File: config.mk
export PLATFORM = sky130hd
export DESIGN_NAME = barometric_pressure_compensation
export DESIGN_NICKNAME = d
export VERILOG_FILES = /design/src/rtl/core/bpc_pkg.sv /design/src/rtl/core/barometric_pressure_compensation.sv /design/src/rtl/core/bpc_div.sv
export SDC_FILE = /design/constraint.sdc
export NUM_CORES = 2
export LEC_CHECK = 0
export BUFFER_PORTS_ARGS = -buffer_cell sky130_fd_sc_hd__buf_4
export CAP_MARGIN = 20
export CORE_MARGIN = 2
export CORE_UTILIZATION = 45
export DETAILED_ROUTE_END_ITERATION = 7
export SLEW_MARGIN = 20
export SYNTH_ARGS = -nofsm -noshare
export SYNTH_HDL_FRONTEND = slang
export SYNTH_SLANG_ARGS = --single-unit
File: constraint.sdc
create_clock -name clk -period 22.7 [get_ports clk]
set_input_delay 4.54 -clock clk [delete_from_list [all_inputs] [get_ports clk]]
set_output_delay 4.54 -clock clk [all_outputs]
set_load 0.05 [all_outputs]
File: src/rtl/core/bpc_pkg.sv
package bpc_pkg;

	// input item kinds / result kinds
	typedef enum logic {
		MODE_TEMP  = 1'b0,
		MODE_PRESS = 1'b1
	} mode_t;

	typedef enum logic [1:0] {
		ERR_OK       = 2'd0,
		ERR_DIV_ZERO = 2'd1,
		ERR_NO_TEMP  = 2'd2
	} err_t;

	// register indexes, byte address = 8 * index
	typedef enum logic [1:0] {
		REG_CAL_A = 2'd0,
		REG_CAL_B = 2'd1,
		REG_CAL_C = 2'd2,
		REG_OSS   = 2'd3
	} reg_idx_t;

	typedef enum logic [4:0] {
		ST_IDLE,
		ST_T_MUL,
		ST_T_X1,
		ST_T_DEN,
		ST_T_DIV,
		ST_P_B6,
		ST_P_M_SQH,
		ST_P_M_SQL,
		ST_P_SQ,
		ST_P_M_X1,
		ST_P_M_X2,
		ST_P_M_X1B,
		ST_P_M_X2B,
		ST_P_X3,
		ST_P_M_B4,
		ST_P_M_B7,
		ST_P_B7,
		ST_P_DIV,
		ST_P_M_PH,
		ST_P_M_PL,
		ST_P_PSQ,
		ST_P_M_C1,
		ST_P_M_C2,
		ST_P_FIN,
		ST_DONE
	} state_t;

	// divider handshake
	typedef struct packed {
		logic        start;
		logic [31:0] dividend;
		logic [31:0] divisor;
	} div_req_t;

	localparam logic signed [63:0] B6_OFFSET  = 64'sd4000;
	localparam logic        [31:0] B4_OFFSET  = 32'd32768;
	localparam logic        [15:0] B7_SCALE   = 16'd50000;
	localparam logic signed [17:0] P_COEF_SQ  = 18'sd3038;
	localparam logic signed [17:0] P_COEF_LIN = -18'sd7357;
	localparam logic signed [63:0] P_OFFSET   = 64'sd3791;

endpackage

File: src/rtl/core/barometric_pressure_compensation.sv
// Barometric pressure compensation.
// Calibration words and the oversampling setting are written over the APB
// port (64-bit data, register i at byte 8*i); the user must write them only
// while the block is idle, which the block itself does not enforce.
// Input beats on s_axis: tuser is the kind (0 raw temperature, 1 raw
// pressure), tdata[18:0] the raw reading. One result beat per input beat on
// m_axis: tdata is the value (tenths of a degree C or pascals), tuser holds
// the kind and the error code.
// Results are paced by the radix-2 divider and the single 52x18 multiplier
// that every product goes through, one a cycle. A pressure beat without a
// valid stored temperature term goes straight to done with an error.
// One item is worked at a time: s_axis_tready is high only in the idle
// state. The result goes into an output register, so the next beat is taken
// while a result is still waiting; if the receiver stalls and a second
// result is done, the sequencer holds it until the register frees. Reset
// clears the calibration registers, the oversampling setting and the stored
// temperature term with its valid flag.
module barometric_pressure_compensation
	import bpc_pkg::*;
(
	input  logic        clk,
	input  logic        arst_n,
	// APB configuration
	input  logic        psel,
	input  logic        penable,
	input  logic        pwrite,
	input  logic [4:0]  paddr,
	input  logic [63:0] pwdata,
	output logic [63:0] prdata,
	output logic        pready,
	// input stream
	input  logic        s_axis_tvalid,
	output logic        s_axis_tready,
	input  logic [23:0] s_axis_tdata,  // [18:0] raw_value, rest zero
	input  logic        s_axis_tuser,  // [0] mode
	// result stream
	output logic        m_axis_tvalid,
	input  logic        m_axis_tready,
	output logic [31:0] m_axis_tdata,  // [31:0] result_value
	output logic [2:0]  m_axis_tuser   // [0] result_kind, [2:1] error_code
);

	// ---------------- configuration ----------------
	logic [63:0] cal_a_q;
	logic [63:0] cal_b_q;
	logic [31:0] cal_c_q;
	logic [1:0]  oss_q;
	reg_idx_t    reg_idx;
	logic        cfg_wr;

	assign pready  = 1'b1;
	assign reg_idx = reg_idx_t'(paddr[4:3]);
	assign cfg_wr  = psel && penable && pwrite;

	always_ff @(posedge clk or negedge arst_n) begin
		if (!arst_n) begin
			cal_a_q <= '0;
			cal_b_q <= '0;
			cal_c_q <= '0;
			oss_q   <= '0;
		end else if (cfg_wr) begin
			unique case (reg_idx)
				REG_CAL_A: cal_a_q <= pwdata;
				REG_CAL_B: cal_b_q <= pwdata;
				REG_CAL_C: cal_c_q <= pwdata[31:0];
				REG_OSS:   oss_q   <= pwdata[1:0];
				default:   ;
			endcase
		end
	end

	always_comb begin
		unique case (reg_idx)
			REG_CAL_A: prdata = cal_a_q;
			REG_CAL_B: prdata = cal_b_q;
			REG_CAL_C: prdata = {32'd0, cal_c_q};
			REG_OSS:   prdata = {62'd0, oss_q};
			default:   prdata = '0;
		endcase
	end

	// calibration words
	logic signed [15:0] ac1, ac2, ac3, b1, b2, mc, md;
	logic        [15:0] ac4, ac5, ac6;

	assign ac1 = cal_a_q[15:0];
	assign ac2 = cal_a_q[31:16];
	assign ac3 = cal_a_q[47:32];
	assign ac4 = cal_a_q[63:48];
	assign ac5 = cal_b_q[15:0];
	assign ac6 = cal_b_q[31:16];
	assign b1  = cal_b_q[47:32];
	assign b2  = cal_b_q[63:48];
	assign mc  = cal_c_q[15:0];
	assign md  = cal_c_q[31:16];

	// ---------------- datapath registers ----------------
	state_t state_q, state_d;

	logic [18:0]       raw_q;
	logic signed [63:0] x1_q, acc_q, b6_q, sq_q, b3_q, x3_q, p_q;
	logic [31:0]       b4_q, b7_q;
	logic              neg_q;
	logic [31:0]       term_q;
	logic              term_valid_q;
	logic              res_kind_q;
	logic [31:0]       res_value_q;
	err_t              res_err_q;
	logic              out_valid_q;
	logic [31:0]       out_data_q;
	logic [2:0]        out_user_q;

	// shared multiplier, product registered
	logic signed [51:0] mul_a;
	logic signed [17:0] mul_b;
	logic signed [69:0] prod_q;
	logic signed [63:0] prod_w;

	always_ff @(posedge clk) begin
		prod_q <= mul_a * mul_b;
	end
	assign prod_w = prod_q[63:0];

	// shared divider
	div_req_t    div_req;
	logic        div_done;
	logic [31:0] div_quo;

	bpc_div u_div (
		.clk      (clk),
		.arst_n   (arst_n),
		.req      (div_req),
		.done     (div_done),
		.quotient (div_quo)
	);

	// helper values
	logic signed [63:0] md64, den, mc_sh, quo_s, b5, term_s;
	logic [25:0]        ph;
	logic [31:0]        b7_w, x3p, raw_b3;
	logic               s_acc, out_free;

	assign md64   = {{48{md[15]}}, md};
	assign den    = x1_q + md64;
	assign mc_sh  = {{37{mc[15]}}, mc, 11'd0};
	assign quo_s  = neg_q ? -$signed({32'd0, div_quo}) : $signed({32'd0, div_quo});
	assign b5     = x1_q + quo_s;
	assign term_s = {{32{term_q[31]}}, term_q};
	assign ph     = p_q[33:8];
	assign b7_w   = prod_q[31:0];
	assign x3p    = x3_q[31:0] + B4_OFFSET;
	assign raw_b3 = {13'd0, raw_q} - b3_q[31:0];
	assign s_acc  = s_axis_tvalid && s_axis_tready;
	assign out_free = !out_valid_q || m_axis_tready;

	// ---------------- sequencer ----------------
	always_comb begin
		state_d          = state_q;
		mul_a            = '0;
		mul_b            = '0;
		div_req.start    = 1'b0;
		div_req.dividend = '0;
		div_req.divisor  = '0;
		s_axis_tready    = 1'b0;
		unique case (state_q)
			ST_IDLE: begin
				s_axis_tready = 1'b1;
				if (s_axis_tvalid) begin
					if (s_axis_tuser == MODE_TEMP)
						state_d = ST_T_MUL;
					else if (!term_valid_q)
						state_d = ST_DONE;
					else
						state_d = ST_P_B6;
				end
			end
			ST_T_MUL: begin
				mul_a   = $signed({33'd0, raw_q}) - $signed({36'd0, ac6});
				mul_b   = $signed({2'd0, ac5});
				state_d = ST_T_X1;
			end
			ST_T_X1: state_d = ST_T_DEN;
			ST_T_DEN: begin
				if (den == 64'sd0) begin
					state_d = ST_DONE;
				end else begin
					div_req.start    = 1'b1;
					div_req.dividend = mc[15] ? 32'(-mc_sh) : mc_sh[31:0];
					div_req.divisor  = den[63] ? 32'(-den) : den[31:0];
					state_d          = ST_T_DIV;
				end
			end
			ST_T_DIV: if (div_done) state_d = ST_DONE;
			ST_P_B6:  state_d = ST_P_M_SQH;
			ST_P_M_SQH: begin
				mul_a   = b6_q[51:0];
				mul_b   = b6_q[32:15];
				state_d = ST_P_M_SQL;
			end
			ST_P_M_SQL: begin
				mul_a   = b6_q[51:0];
				mul_b   = $signed({3'd0, b6_q[14:0]});
				state_d = ST_P_SQ;
			end
			ST_P_SQ: state_d = ST_P_M_X1;
			ST_P_M_X1: begin
				mul_a   = sq_q[51:0];
				mul_b   = {{2{b2[15]}}, b2};
				state_d = ST_P_M_X2;
			end
			ST_P_M_X2: begin
				mul_a   = b6_q[51:0];
				mul_b   = {{2{ac2[15]}}, ac2};
				state_d = ST_P_M_X1B;
			end
			ST_P_M_X1B: begin
				mul_a   = b6_q[51:0];
				mul_b   = {{2{ac3[15]}}, ac3};
				state_d = ST_P_M_X2B;
			end
			ST_P_M_X2B: begin
				mul_a   = sq_q[51:0];
				mul_b   = {{2{b1[15]}}, b1};
				state_d = ST_P_X3;
			end
			ST_P_X3: state_d = ST_P_M_B4;
			ST_P_M_B4: begin
				mul_a   = $signed({20'd0, x3p});
				mul_b   = $signed({2'd0, ac4});
				state_d = ST_P_M_B7;
			end
			ST_P_M_B7: begin
				mul_a   = $signed({20'd0, raw_b3});
				mul_b   = $signed({2'd0, 16'(B7_SCALE >> oss_q)});
				state_d = ST_P_B7;
			end
			ST_P_B7: begin
				if (b4_q == 32'd0) begin
					state_d = ST_DONE;
				end else begin
					div_req.start    = 1'b1;
					div_req.dividend = b7_w[31] ? b7_w : {b7_w[30:0], 1'b0};
					div_req.divisor  = b4_q;
					state_d          = ST_P_DIV;
				end
			end
			ST_P_DIV: if (div_done) state_d = ST_P_M_PH;
			ST_P_M_PH: begin
				mul_a   = $signed({26'd0, ph});
				mul_b   = $signed({7'd0, ph[25:15]});
				state_d = ST_P_M_PL;
			end
			ST_P_M_PL: begin
				mul_a   = $signed({26'd0, ph});
				mul_b   = $signed({3'd0, ph[14:0]});
				state_d = ST_P_PSQ;
			end
			ST_P_PSQ: state_d = ST_P_M_C1;
			ST_P_M_C1: begin
				mul_a   = acc_q[51:0];
				mul_b   = P_COEF_SQ;
				state_d = ST_P_M_C2;
			end
			ST_P_M_C2: begin
				mul_a   = p_q[51:0];
				mul_b   = P_COEF_LIN;
				state_d = ST_P_FIN;
			end
			ST_P_FIN: state_d = ST_DONE;
			ST_DONE:  if (out_free) state_d = ST_IDLE;
			default:  state_d = ST_IDLE;
		endcase
	end

	always_ff @(posedge clk or negedge arst_n) begin
		if (!arst_n)
			state_q <= ST_IDLE;
		else
			state_q <= state_d;
	end

	// stored temperature term
	always_ff @(posedge clk or negedge arst_n) begin
		if (!arst_n) begin
			term_q       <= '0;
			term_valid_q <= 1'b0;
		end else if (state_q == ST_T_DIV && div_done) begin
			term_q       <= b5[31:0];
			term_valid_q <= 1'b1;
		end
	end

	// working registers
	always_ff @(posedge clk) begin
		unique case (state_q)
			ST_IDLE: if (s_acc) begin
				raw_q       <= s_axis_tdata[18:0];
				res_kind_q  <= s_axis_tuser;
				res_value_q <= '0;
				res_err_q   <= ERR_NO_TEMP;
			end
			ST_T_X1:  x1_q <= prod_w >>> 15;
			ST_T_DEN: begin
				neg_q       <= mc[15] ^ den[63];
				res_value_q <= '0;
				res_err_q   <= ERR_DIV_ZERO;
			end
			ST_T_DIV: if (div_done) begin
				res_value_q <= 32'((b5 + 64'sd8) >>> 4);
				res_err_q   <= ERR_OK;
			end
			ST_P_B6:    b6_q  <= term_s - B6_OFFSET;
			ST_P_M_SQL: acc_q <= prod_w <<< 15;
			ST_P_SQ:    sq_q  <= (acc_q + prod_w) >>> 12;
			ST_P_M_X2:  acc_q <= ($signed({{48{ac1[15]}}, ac1}) <<< 2) + (prod_w >>> 11);
			ST_P_M_X1B: acc_q <= acc_q + (prod_w >>> 11);
			ST_P_M_X2B: begin
				b3_q <= ((acc_q <<< oss_q) + 64'sd2) >>> 2;
				x1_q <= prod_w >>> 13;
			end
			ST_P_X3:    x3_q <= (x1_q + (prod_w >>> 16) + 64'sd2) >>> 2;
			ST_P_M_B7:  b4_q <= {15'd0, prod_q[31:15]};
			ST_P_B7: begin
				b7_q        <= b7_w;
				res_value_q <= '0;
				res_err_q   <= ERR_DIV_ZERO;
			end
			ST_P_DIV: if (div_done) begin
				p_q <= b7_q[31] ? $signed({31'd0, div_quo, 1'b0}) : $signed({32'd0, div_quo});
			end
			ST_P_M_PL:  acc_q <= prod_w <<< 15;
			ST_P_PSQ:   acc_q <= acc_q + prod_w;
			ST_P_M_C2:  x1_q  <= prod_w >>> 16;
			ST_P_FIN: begin
				res_value_q <= 32'(p_q + ((x1_q + (prod_w >>> 16) + P_OFFSET) >>> 4));
				res_err_q   <= ERR_OK;
			end
			default: ;
		endcase
	end

	// output register
	always_ff @(posedge clk or negedge arst_n) begin
		if (!arst_n) begin
			out_valid_q <= 1'b0;
		end else if (state_q == ST_DONE && out_free) begin
			out_valid_q <= 1'b1;
		end else if (m_axis_tready) begin
			out_valid_q <= 1'b0;
		end
	end

	always_ff @(posedge clk) begin
		if (state_q == ST_DONE && out_free) begin
			out_data_q <= res_value_q;
			out_user_q <= {res_err_q, res_kind_q};
		end
	end

	assign m_axis_tvalid = out_valid_q;
	assign m_axis_tdata  = out_data_q;
	assign m_axis_tuser  = out_user_q;

`ifndef NO_ASSERTIONS
	// missing-temperature error only ever comes from a pressure item
	a_no_temp_kind: assert property (@(posedge clk) disable iff (!arst_n)
		(state_q == ST_DONE && res_err_q == ERR_NO_TEMP) |-> res_kind_q == MODE_PRESS)
		else $error("no-temperature error on a temperature item");

	// once a term is stored it stays valid until reset
	a_term_sticky: assert property (@(posedge clk) disable iff (!arst_n)
		!$fell(term_valid_q))
		else $error("temperature term valid flag dropped");

	// flagged results carry a zero value
	a_err_zero: assert property (@(posedge clk) disable iff (!arst_n)
		(m_axis_tvalid && m_axis_tuser[2:1] != ERR_OK) |-> m_axis_tdata == 32'd0)
		else $error("error result with non-zero value");

	// divider is only started from a divide-issue state
	a_div_start: assert property (@(posedge clk) disable iff (!arst_n)
		div_req.start |=> (state_q == ST_T_DIV || state_q == ST_P_DIV))
		else $error("divider started outside a divide step");
`endif

endmodule

File: src/rtl/core/bpc_div.sv
module bpc_div
	import bpc_pkg::*;
(
	input  logic        clk,
	input  logic        arst_n,
	input  div_req_t    req,
	output logic        done,
	output logic [31:0] quotient
);

	logic [31:0] dvd_q;
	logic [31:0] dvs_q;
	logic [31:0] rem_q;
	logic [4:0]  cnt_q;
	logic        busy_q;
	logic        done_q;
	logic [32:0] rem_sh;
	logic        ge;

	// restoring, one quotient bit a cycle; quotient shifts into dvd_q
	assign rem_sh = {rem_q, dvd_q[31]};
	assign ge     = rem_sh >= {1'b0, dvs_q};

	always_ff @(posedge clk or negedge arst_n) begin
		if (!arst_n) begin
			busy_q <= 1'b0;
			cnt_q  <= '0;
			done_q <= 1'b0;
		end else begin
			done_q <= 1'b0;
			if (req.start) begin
				busy_q <= 1'b1;
				cnt_q  <= '0;
			end else if (busy_q) begin
				cnt_q <= cnt_q + 5'd1;
				if (cnt_q == 5'd31) begin
					busy_q <= 1'b0;
					done_q <= 1'b1;
				end
			end
		end
	end

	always_ff @(posedge clk) begin
		if (req.start) begin
			dvd_q <= req.dividend;
			dvs_q <= req.divisor;
			rem_q <= '0;
		end else if (busy_q) begin
			rem_q <= ge ? 32'(rem_sh - {1'b0, dvs_q}) : rem_sh[31:0];
			dvd_q <= {dvd_q[30:0], ge};
		end
	end

	assign done     = done_q;
	assign quotient = dvd_q;

endmodule

==> key figures <==
Clocking
  – Post-CTS Hold Fix Bufs: 0
  – Clock slew at reported path FFs: 60 ps
  – Worst skew pair latency: 780 ps
  – Clock sink count: 773
  – # Post-CTS Setup Buffers: 0
  – Gates resized, CTS repair: 0
  – CTS Buf Count: 95
  – Clock Path Buffers: 3
  – Number of H-tree levels: 3
  – CTS tree: yes
  – Root buffer cell: clkbuf_16

Placement
  – IO Port Bufs: 193
  – Placed insts: 12,100
  – Placer Congestion: 1.04
  – Dpl hpwl: 258 mm
  – Setup WS pre-CTS: 10,750 ps

Detailed routing
  – Final wirelength: 329 mm
  – Post-route DRC: 3
  – Vias: 74,700
  – Detailed Routing Iterations Pass 1: 8
  – Post-route ant nets: 0
  – DRT iter0 DRCs: 8,193
  – Routed length per placed instance: 26.8 µm
  – Vias/cell: 6.08

Finish
  – Non-Filler Instances: 12,300
  – Filler Cells Inserted: 18,100
  – Area Growth Syn to Fin: 9.17%
  – Layout cells sized above 1: 0.0876
  – Nets@finish: 11,100

STA
  – Worst Max-Slew Pin Slew: 1220 ps
  – Final setup margin: 10,330 ps
  – Fin Setup TNS: 0 ps
  – Fin. Hold Viols: 0
  – RSZ-0062 raised after global routing: no
  – Peak Freq: 80.9 MHz
  – Slew Limit Fails: 0
  – Setup violations, final: 0
  – Fin Clk Skew: 56.0 ps
  – Crit share post-route: 0.545
  – Relative slew slack: 0.188
  – Min Clock Period, post-route: 12,370 ps

Synth
  – Mapped Cells: 9,606
  – Yosys reg bits: 773
  – Top-area cell type share of the netlist area: 0.192
  – Synth Net Count: 11,100
  – Mapped Area: 86,700 µm²
  – Number of synthesis warnings: 0
  – EDFF count, synth: 469
  – Post-synth top area cell: fa_1
  – Top cells by area, synth: fa_1 19%, edfxtp_1 16%, ha_1 8.2%
  – Mean Syn Cell Area: 9.03 µm²
  – Post-synth top flop: edfxtp_1
  – Asr flop ratio synth: 0.269
  – Sequential element share of the synthesized area: 0.245
  – Netlist cell types: 96

Global route
  – Initial antenna violation count: 22
  – Largest net degree at the start of global routing: 89
  – GRT Overall Usage: 0.328
  – Grt total ovfl: 0
  – Vias in the first global route: 71,500
  – First-pass GRT wire length: 479 mm

Run
  – Max-Cap Viols: 0

Die
  – Die height: 443 µm
  – Starting Density: 0.452
  – Total core area: 192,000 µm²
  – Full die area: 196,000 µm²
  – Die width: 443 µm
  – IO Pins: 203
  – Row count: 161

Pwr
  – Leakage: 43.1 nW
  – Worst VDD drop: 0.114 mV
  – Cell area power density: 174 nW/µm²

Worst setup path
  – Slowest stage delay, CP: 740 ps
  – Internal reg-to-reg setup slack: 10,330 ps
  – Crit. End Element: flop
  – Startpoint types: flop
  – CP required: 23,390 ps
  – Data arrival, critical path: 13,050 ps
  – CP Max Fanout: 30
  – CP dominant cell by count: fa_1
  – CP max-delay cell: nand2_1
  – Crit path kind: flop to flop

Outcome
  – Outcome: finished with violations
  – Failing checks: design-rule violations

Hold path
  – Hold Path Class: flop to flop
placed cells by master, fill, tap and decap left out, types with 71 or more instances in the layout:
| cell | instances |
|---|---|
| fa_1 | 830 |
| nor3_1 | 116 |
| nand2b_1 | 71 |
| mux2i_1 | 138 |
| a21oi_1 | 467 |
| nand2_1 | 1318 |
| a21o_1 | 280 |
| o21ai_0 | 415 |
| dfxtp_1 | 93 |
| and2_1 | 109 |
| xor2_1 | 236 |
| inv_1 | 1119 |
| ha_1 | 566 |
| dfrtp_1 | 206 |
| clkbuf_16 | 95 |
| buf_4 | 358 |
| xnor2_1 | 394 |
| a22oi_1 | 130 |
| a31oi_1 | 85 |
| nor2_1 | 594 |
| nand3_1 | 160 |
| edfxtp_1 | 469 |
| mux2_2 | 227 |
where the power goes:
| group | leakage, nW | switching (mW) | internal, mW |
|---|---|---|---|
| logic | 33.7 | 7.74 | 4.33 |
| clock network | 1.60 | 0.710 | 0.923 |
| registers | 7.76 | 0.595 | 2.16 |
logic make-up after synthesis:
family / count (synthesis) / synth area share
other cells: 1 / 0.0000432
flops: 773 / 0.245
fa+ha+maj: 1396 / 0.273
compound gates: 2078 / 0.159
mux: 367 / 0.0459
xor+xnor: 630 / 0.0636
buf+inv: 1539 / 0.0672
simple gates: 2822 / 0.146
per-stage QoR:
stage / hold WS, ps / power, mW / util / cell area [µm²]
after detailed placement: 405 / 14.6 / 0.476 / 91300
after global routing: 409 / 17.7 / 0.493 / 94600
after global placement: 403 / 14.4 / 0.475 / 91300
after floorplan: 400 / 10.8 / - / 86700
final: 385 / 16.5 / 0.493 / 94700
after CTS: 391 / 16.3 / 0.493 / 94600
synth_stat cells, types with 38 or more instances:
library cell  instances
a211oi_1             47
a21o_1              280
a21oi_1             470
a221o_1              38
a221oi_1             48
a222oi_1             49
a22oi_1             130
a31oi_1              85
and2_1              109
and3_1               70
buf_1                39
clkbuf_1            363
dfrtp_1             208
dfxtp_1              96
edfxtp_1            469
fa_1                830
ha_1                566
inv_1              1120
mux2_2              227
mux2i_1             138
nand2_1            1321
nand2b_1             71
nand3_1             162
nand4_1              66
nor2_1              605
nor2b_1              66
nor3_1              124
nor4_1               44
o211ai_1             57
o21a_1               64
o21ai_0             416
o21bai_1             64
o22ai_1              43
o31ai_1              50
or3_1                57
xnor2_1             394
xor2_1              236
worst paths after layout:
path	start	end	depth (start not counted)
worst min-delay path	res_value_q[17]	m_axis_tdata[17]	0
worst min register to register	res_value_q[17]	m_axis_tdata[17]	0
min in group asynchronous	arst_n	u_div.done	1
worst max-delay path	state_q[0]	prod_q[61]	33
worst max register to register	state_q[0]	prod_q[61]	33
max in group asynchronous	arst_n	cal_a_q[36]	4
routing by layer:
metal  global-route usage  wire length (µm)  vias to the layer above
met5              0.00269               106                        -
met4                0.175             20100                       16
met3               0.0734             32200                      792
met2                0.502            144000                     3675
met1                0.433            132000                    37100
li1                     -                 -                    33100
sequential cells by signal (all words and copies together) (netlist names), 17 cells and up:
name / cells
b4_q: 17
cal_a_q: 64
b3_q: 32
x3_q: 32
x1_q: 51
raw_q: 19
term_q: 32
res_value_q: 32
prod_q: 64
m_axis_tdata: 32
cal_b_q: 64
sq_q: 52
acc_q: 64
p_q: 33
b6_q: 33
u_div.rem_q: 32
u_div.quotient: 32
u_div.dvs_q: 32
cal_c_q: 32
layout make-up:
| class | instances | area (µm²) | area share |
|---|---|---|---|
| multi-input cells | 7294 | 60000 | 0.633 |
| flip-flops and latches | 773 | 21200 | 0.224 |
| inverters | 1123 | 4220 | 0.0445 |
| well taps | 2526 | 3160 | 0.0334 |
| repair buffers | 363 | 2790 | 0.0295 |
| clock buffers | 126 | 2600 | 0.0275 |
| clock inverters | 52 | 679 | 0.00718 |
| diodes | 15 | 37.5 | 0.000396 |
worst max-delay path, delay by kind of cell, from the launching register on:
family                     cells  cell delay, ps
adders and majority gates      7            3340
buffers and inverters          7            1700
xor gates and xnor gates       1             140
AOI/OAI and AO/OA             10            3350
DFF                            1             360
and+or+nand+nor                8            3290
Note: power is estimated with default switching activity, not from simulation.
